`src/hw/rtl/gll_pkg.sv`:
```
package gll_pkg;

    localparam int MAX_FILTERS_DEF = 64;

    localparam int MAG_W   = 24;
    localparam int VAR_W   = 32;
    localparam int SCALE_W = 24;
    localparam int SUM_W   = 48;
    localparam int CNT_W   = 7;
    localparam int PROD_W  = VAR_W + SCALE_W;       // scaled variance, Q12.44
    localparam int SQ_W    = 48;                    // squared difference bits in use
    localparam int QUOT_W  = 49;                    // quotient, capped at 2^48
    localparam int LOG_FRAC_BITS = 30;
    localparam int LOG_MAG_W     = 37;
    localparam int LN_ACC_W      = LOG_MAG_W + 28;

    localparam logic [32:0] LOG2_TWO_PI_Q30 = 33'd2847022290;
    localparam logic [27:0] LN2_Q28         = 28'd186065279;

    typedef enum logic [1:0] {
        REG_VARIANCE_SCALE = 2'd0,
        REG_VARIANCE_FLOOR = 2'd1
    } gll_reg_t;

    typedef enum logic [2:0] {
        ST_IDLE,
        ST_MUL,
        ST_NORM,
        ST_SQR,
        ST_LOG,
        ST_LNMUL,
        ST_DIV,
        ST_ACC
    } gll_state_t;

endpackage

```
`src/hw/rtl/gll_div.sv`:
```
module gll_div (
    input  logic                         clk,
    input  logic                         rst_n,
    input  logic                         start,
    input  logic [gll_pkg::PROD_W-1:0]   divisor,
    input  logic [gll_pkg::SQ_W-1:0]     dividend,
    output logic                         done,
    output logic [gll_pkg::QUOT_W-1:0]   quotient
);
    import gll_pkg::*;

    localparam int NUM_W   = SQ_W + 27;
    localparam int STEPS   = NUM_W;
    localparam int STEP_W  = $clog2(STEPS + 1);

    logic                  busy_reg, busy_next;
    logic                  done_reg, done_next;
    logic                  capped_reg, capped_next;
    logic [STEP_W-1:0]     step_reg, step_next;
    logic [NUM_W-1:0]      num_reg, num_next;
    logic [PROD_W-1:0]     rem_reg, rem_next;
    logic [QUOT_W-1:0]     quot_reg, quot_next;

    logic [PROD_W:0]       rem_shift;
    logic                  qbit;
    logic [QUOT_W:0]       quot_shift;

    always_comb
    begin
        rem_shift  = {rem_reg, num_reg[NUM_W-1]};
        qbit       = (rem_shift >= {1'b0, divisor});
        quot_shift = {quot_reg, qbit};

        busy_next   = busy_reg;
        done_next   = 1'b0;
        capped_next = capped_reg;
        step_next   = step_reg;
        num_next    = num_reg;
        rem_next    = rem_reg;
        quot_next   = quot_reg;

        if (start)
        begin
            busy_next   = 1'b1;
            capped_next = 1'b0;
            step_next   = '0;
            num_next    = {dividend, 27'd0};
            rem_next    = '0;
            quot_next   = '0;
        end
        else if (busy_reg)
        begin
            num_next = {num_reg[NUM_W-2:0], 1'b0};
            rem_next = qbit ? PROD_W'(rem_shift - {1'b0, divisor}) : rem_shift[PROD_W-1:0];
            if (!capped_reg)
            begin
                if (quot_shift[QUOT_W] || quot_shift[QUOT_W-1])
                begin
                    quot_next   = {1'b1, {(QUOT_W-1){1'b0}}};
                    capped_next = 1'b1;
                end
                else
                begin
                    quot_next = quot_shift[QUOT_W-1:0];
                end
            end
            step_next = step_reg + 1'b1;
            if (step_reg == STEP_W'(STEPS - 1))
            begin
                busy_next = 1'b0;
                done_next = 1'b1;
            end
        end
    end

    always_ff @(posedge clk or negedge rst_n)
    begin
        if (!rst_n)
        begin
            busy_reg <= 1'b0;
            done_reg <= 1'b0;
        end
        else
        begin
            busy_reg <= busy_next;
            done_reg <= done_next;
        end
    end

    always_ff @(posedge clk)
    begin
        capped_reg <= capped_next;
        step_reg   <= step_next;
        num_reg    <= num_next;
        rem_reg    <= rem_next;
        quot_reg   <= quot_next;
    end

    assign done     = done_reg;
    assign quotient = quot_reg;

endmodule

```
`config.mk`:
```
export PLATFORM = sky130hd
export DESIGN_NAME = gll_div
export DESIGN_NICKNAME = d
export VERILOG_FILES = /design/src/hw/rtl/gll_pkg.sv /design/src/hw/rtl/gll_div.sv
export SDC_FILE = /design/constraint.sdc
export NUM_CORES = 1
export LEC_CHECK = 0
export BUFFER_PORTS_ARGS = -buffer_cell sky130_fd_sc_hd__buf_2
export CAP_MARGIN = 20
export CORE_AREA = 2 2 143 145
export DETAILED_ROUTE_END_ITERATION = 16
export DIE_AREA = 0 0 145 147
export PLACE_DENSITY_LB_ADDON = 0.2
export SLEW_MARGIN = 20
export SYNTH_ARGS = -nofsm -noshare
export SYNTH_HDL_FRONTEND = slang
export SYNTH_SLANG_ARGS = --single-unit
export TNS_END_PERCENT = 5
```
`constraint.sdc`:
```
create_clock -name clk -period 2.6 [get_ports clk]
set_input_delay 0.13 -clock clk [delete_from_list [all_inputs] [get_ports clk]]
set_output_delay 0.13 -clock clk [all_outputs]
set_load 0.02 [all_outputs]
```
==> results of run 1 <==
layer usage:
metal | track usage (%) | part of all wire [%] | up-vias | wire, um
li1 | - | - | 5060 | -
met1 | 36.6 | 45 | 4851 | 13700
met2 | 46.7 | 49 | 269 | 14600
met3 | 4.13 | 4.6 | 34 | 1400
met4 | 7.48 | 1.5 | 0 | 449
met5 | 0 | 0 | - | 0
layout make-up:
type | count | area share, %
Clock buffer | 17 | 2.93
Clock inverter | 15 | 1.06
Sequential cell | 163 | 26.0
Timing Repair Buffer | 442 | 21.6
Inverter | 80 | 2.07
Multi-Input combinational cell | 869 | 44.0
Tap cell | 270 | 2.33
cell usage in the layout, fill, tap and decap left out, types with 28 or more instances in the layout:
cell and count:
dfxtp_1 102, ha_1 39, nor2_1 135, nand2_1 133
a22oi_1 48, nand4_1 28, mux2_2 48, a21oi_1 72
buf_2 155, buf_4 245, xnor2_1 30, inv_1 76
edfxtp_1 48
worst paths after layout:
kind	start	end	slack [ns]	cells after the start
setup reg to reg	rem_reg[21]	rem_reg[43]	-0.34	12
max in group asynchronous	rst_n	busy_reg	2.45	2
setup / recovery	rem_reg[21]	rem_reg[43]	-0.34	12
hold reg to reg	capped_reg	capped_reg	0.49	2
min in group asynchronous	rst_n	done	0.05	2
hold / removal	dividend[17]	num_reg[44]	0.006	2
metrics by stage:
stage | cells | utilization (%)
4_1_cts | 1848 | 71.7
3_3_place_gp | 1782 | 65.4
5_1_grt | 1856 | 73.1
2_1_floorplan | 1191 | -
3_5_place_dp | 1782 | 65.4
6_report | 1856 | 73.1
critical path, stage by stage (launching register included):
cell      delay [ns]
dfxtp_2         0.34
ha_4            0.28
and3_4          0.19
nand2_2         0.06
or4_4           0.51
inv_2           0.07
a211o_1         0.19
nand3_2         0.14
a21oi_4         0.27
nor2_8          0.07
buf_12          0.14
or3_4           0.35
a311oi_2        0.21
kinds of logic (layout without fill, tap and decap cells):
kind of cell    Yosys count  after routing  synth area share [%]
simple gates            385            385                  17.1
xor+xnor                 48             48                  4.14
compound gates          323            323                  22.2
fa+ha+maj                59             59                  7.34
buf+inv                 159            554                  6.41
mux                      54             54                  5.91
flops                   163            163                  36.9
timing repair:
| item | in CTS | in global routing |
|---|---|---|
| hold buffers | 24 | 0 |
| pin swaps | 40 | 23 |
| resized for setup | 64 | 49 |
| setup endpoints to repair | 57 | 57 |
| buffers inserted | 10 | 8 |
| endpoints found under the hold margin | 25 | 0 |
| gates cloned | 0 | 0 |
power breakdown:
| part | switching (mW) | internal, mW | leakage (nW) |
|---|---|---|---|
| Combinational | 4.18 | 4.42 | 4.84 |
| Clock | 1.26 | 1.29 | 0.281 |
| Sequential | 0.305 | 3.11 | 1.46 |
==> flow_metrics.tcl, run 1 <==
set metrics [dict create \
    post-route-period-util_pct 113 \
    violations "negative setup slack" \
    powerDensity_nw_per_um2 1000 \
    synth_area_leaders "dfxtp_1 (22%), edfxtp_1 (14%), ha_1 (7.1%)" \
    yosys_warnings 0 \
    synth.distinct_cells 73 \
    fin_crit_ns 2.94 \
    fin_skew_ns 0.0174 \
    syn-cell-area_um2 10200 \
    cts-htree-levels 4 \
    hold_class "in2reg" \
    routed_via_density 5.50 \
    p_leak_nw 6.58 \
    dp_hpwl_mm 20.6 \
    ys_ff_latch 163 \
    antenna_found_initial 0 \
    cts_root_buf "clkbuf_16" \
    end_kind "flop" \
    slew_headroom_pct 57.5 \
    die_area_um2 21300 \
    port-buffer-count 156 \
    vias 10200 \
    multiInputGateArea_um2 6380 \
    grt_pass1_vias 10100 \
    placement_rows 52 \
    fp.dieW_um 145 \
    routedWlPerCell_um 16.3 \
    grt_overflow 0 \
    tightest_slew_ns 0.621 \
    critPathArrivalTime_ns 3.27 \
    drt_first_pass_iters 5 \
    syn-num-nets 1357 \
    path_clk_slew_ns 0.08 \
    synth_edf_count 48 \
    ys.flop_type "dfxtp_1" \
    synthCells 1191 \
    outcome "finished with violations" \
    worstPathMaxFanout 7 \
    synth_commonest_cells "nand2_1 (137), nor2_1 (135), dfxtp_1 (113)" \
    cts_tree "built" \
    n_fill_cell 1517 \
    n_antenna_cell 0 \
    numCtsBuffers 17 \
    core_um2 19800 \
    crit_type "reg2reg" \
    grt_setup_unrepaired "true" \
    drive_above_1_share_pct 38.1 \
    placed_cell_area_um2 13000 \
    vdd.ir_drop.worst_v 0.000503 \
    post-place-ws_ns -0.507 \
    yosys.area.top_type "dfxtp_1" \
    hold_violations 0 \
    grt_usage_pct 27.4 \
    post-route-cell-area_um2 14500 \
    seq_area_frac_synth_pct 36.9 \
    grt_pass1_wl_mm 48.6 \
    start_util_pct 51.2 \
    drc 0 \
    cts.sinks 163 \
    avgSynthCellArea_um2 8.54 \
    clockBufferDepth 2 \
    fin_nets 1739 \
    wirelength_mm 30.2 \
    die_height_um 147 \
    fmax_ghz 0.340 \
    finalPower_mw 14.6 \
    ant_nets 0 \
    synth.most_common_cell "nand2_1" \
    pin_count 157 \
    areaGrowthSynthToFinish_pct 42.7 \
    clk-insertion-delay-late_ns 0.44 \
    cp.required_ns 2.94 \
    setup_viol 57 \
    async_flop_share_pct 1.23 \
    start_kind "flop" \
    maxCapViolCount 0 \
    worst_slack_ns -0.337 \
    holdWs_ns 0.00619 \
    finalSetupTns_ns -11.67 \
    grt_max_degree 82 \
    first_iter_violations 736 \
    globalplace.congestion 0.920 \
    synthDominantCellAreaShare_pct 22.3 \
    slew_viol_final 0 \
    largest_reg_flops 56 \
    regArea_um2 3770 \
]
Power figures use the tool's default switching activity.
==> run 2: changes to the inputs <==
==> constraint.sdc (replaced) <==
create_clock -name clk -period 2.6 [get_ports clk]
set_input_delay 0.26 -clock clk [delete_from_list [all_inputs] [get_ports clk]]
set_output_delay 0.26 -clock clk [all_outputs]
set_load 0.02 [all_outputs]
==> run 2 against run 1 <==
Net effect: flip-flop and latch count unchanged; sequential power barely moved; largest power group unchanged; register-to-register slack is essentially flat; clock-buffer cell count is the same; non-clock buffer count down 27; the run still ends with negative setup slack left; worst setup slack gained 0.0027 ns; combinational power decreased by 3.6%; clock power rose by 3%; via count shrank 1.0%; sequential share of layout area up 0.65 points; critical endpoint unchanged; clock skew fell by 0.0023 ns; cell count decreased by 1.5%.
==> flow_metrics.tcl, run 2 (synthesis results as in run 1) <==
set metrics [dict create \
    numCtsBuffers 17 \
    clockBufferDepth 2 \
    regArea_um2 3770 \
    post-route-cell-area_um2 14200 \
    wl_met2_mm 13.6 \
    cts_root_buf "clkbuf_16" \
    min_path_cells 2 \
    cts-htree-levels 4 \
    finalSetupTns_ns -13.66 \
    setup_viol 57 \
    cts_tree "built" \
    vdd.ir_drop.worst_v 0.000523 \
    end_kind "flop" \
    wl_met1_mm 12.7 \
    worstPathMaxFanout 7 \
    drc 0 \
    tightest_slew_ns 0.701 \
    slew_viol_final 0 \
    drt_first_pass_iters 5 \
    die_area_um2 21300 \
    start_kind "flop" \
    grt_pass1_vias 9696 \
    cts.sinks 163 \
    cp.required_ns 2.94 \
    hold_violations 0 \
    r2r_start "rem_reg[33]" \
    first_iter_violations 675 \
    grt_setup_unrepaired "true" \
    multiInputGateArea_um2 6330 \
    routedWlPerCell_um 15.6 \
    critPathArrivalTime_ns 3.28 \
    violations "negative setup slack" \
    post-route-period-util_pct 113 \
    antenna_found_initial 0 \
    fin_skew_ns 0.0151 \
    rr_endpoint "rem_reg[43]" \
    placement_rows 52 \
    core_um2 19800 \
    ant_nets 0 \
    port-buffer-count 156 \
    drive_above_1_share_pct 38.4 \
    n_antenna_cell 0 \
    grt_overflow 0 \
    die_height_um 147 \
    powerDensity_nw_per_um2 1010 \
    fin_nets 1712 \
    top_layer "met4" \
    clk-insertion-delay-late_ns 0.43 \
    mostFrequentLayoutCells "buf_4 (246), buf_2 (155), nor2_1 (134)" \
    hp-start "dividend[17]" \
    route.met3.wl_mm 1.57 \
    p_leak_nw 6.42 \
    mostFrequentLayoutCell "buf_4" \
    fin_crit_ns 2.93 \
    finalPower_mw 14.3 \
    areaGrowthSynthToFinish_pct 39.4 \
    r2r_setup_slack_ns -0.33 \
    largest_reg_flops 56 \
    pin_count 157 \
    vias 10100 \
    placed_cell_area_um2 12900 \
    outcome "finished with violations" \
    start_util_pct 51.2 \
    hold_class "in2reg" \
    maxCapViolCount 0 \
    grt_usage_pct 26.3 \
    hold_end "num_reg[44]" \
    grt_pass1_wl_mm 46.4 \
    wirelength_mm 28.5 \
    worst_slack_ns -0.335 \
    globalplace.congestion 0.879 \
    path_clk_slew_ns 0.08 \
    crit_type "reg2reg" \
    fmax_ghz 0.341 \
    routed_via_density 5.53 \
    fp.dieW_um 145 \
    grt_max_degree 86 \
    n_fill_cell 1533 \
    r2r_cells 11 \
    dp_hpwl_mm 20.5 \
    slew_headroom_pct 52.1 \
]
-- run 2: changes by cell type in the layout (fill, tap and decap cells not counted), moves of 3 or more --
| cell | delta |
|---|---|
| a311oi_1 | +4 |
| dfxtp_2 | +3 |
| o21ai_1 | -3 |
| dlygate4sd3_1 | -23 |
| buf_12 | -3 |
| inv_8 | -4 |
| a311oi_2 | -4 |
| inv_6 | +3 |
| dfxtp_1 | -3 |
| o21ai_0 | +3 |
-- run 2: cell type report --
class                      count  area share (%)
multi-input combinational    869            44.7
sequential                   163            26.6
timing repair buffer         415            20.0
clock buffer                  17            3.00
tap                          270            2.38
inverter                      80            2.12
clock inverter                15            1.22
-- run 2: repair_timing --
item	CTS	global route
buffers inserted	4	9
endpoints found under the setup margin	57	57
resized for setup	35	67
hold buffers	1	0
endpoints found under the hold margin	2	0
pin swaps	26	37
-- run 2: through the flow --
stage | cells | worst slack [ns] | utilization, % | hold slack [ns]
4_1_cts | 1820 | -0.374 | 69.2 | 0.120
3_3_place_gp | 1783 | -0.499 | 65.2 | 0.0442
3_5_place_dp | 1783 | -0.622 | 65.2 | 0.0461
2_1_floorplan | 1191 | -0.186 | - | -0.0356
5_1_grt | 1829 | -0.482 | 71.4 | 0.118
6_report | 1829 | -0.335 | 71.4 | 0.129
-- run 2: layer usage --
layer	track usage, %	vias to the layer above
li1	-	5013
met5	0	-
met3	3.42	51
met2	45.0	314
met4	8.12	0
met1	34.8	4731
-- run 2: worst max-delay path: stages, from the launching register on --
cell	delay (ns)
dfxtp_2	0.34
ha_4	0.28
a21oi_2	0.05
o21a_1	0.22
a2111oi_4	0.37
nor2_2	0.11
o311a_4	0.39
a21oi_4	0.25
nor2_8	0.09
buf_12	0.15
or3_4	0.36
a311oi_2	0.24
-- run 2: worst max-delay path by stage --
| stage | startpoint | to | slack [ns] | cells past startpoint |
|---|---|---|---|---|
| after detailed placement | num_reg[74] | rem_reg[48] | -0.62 | 13 |
| after global routing | rem_reg[12] | rem_reg[48] | -0.48 | 13 |
| after global placement | divisor[7] | rem_reg[48] | -0.50 | 13 |
| final | rem_reg[33] | rem_reg[43] | -0.33 | 11 |
| after floorplan | num_reg[74] | rem_reg[52] | -0.19 | 13 |
| after CTS | num_reg[74] | rem_reg[48] | -0.37 | 14 |
-- run 2: where the power goes --
part	internal (mW)	switching, mW
logic	4.27	4.02
clock network	1.38	1.24
registers	3.12	0.310
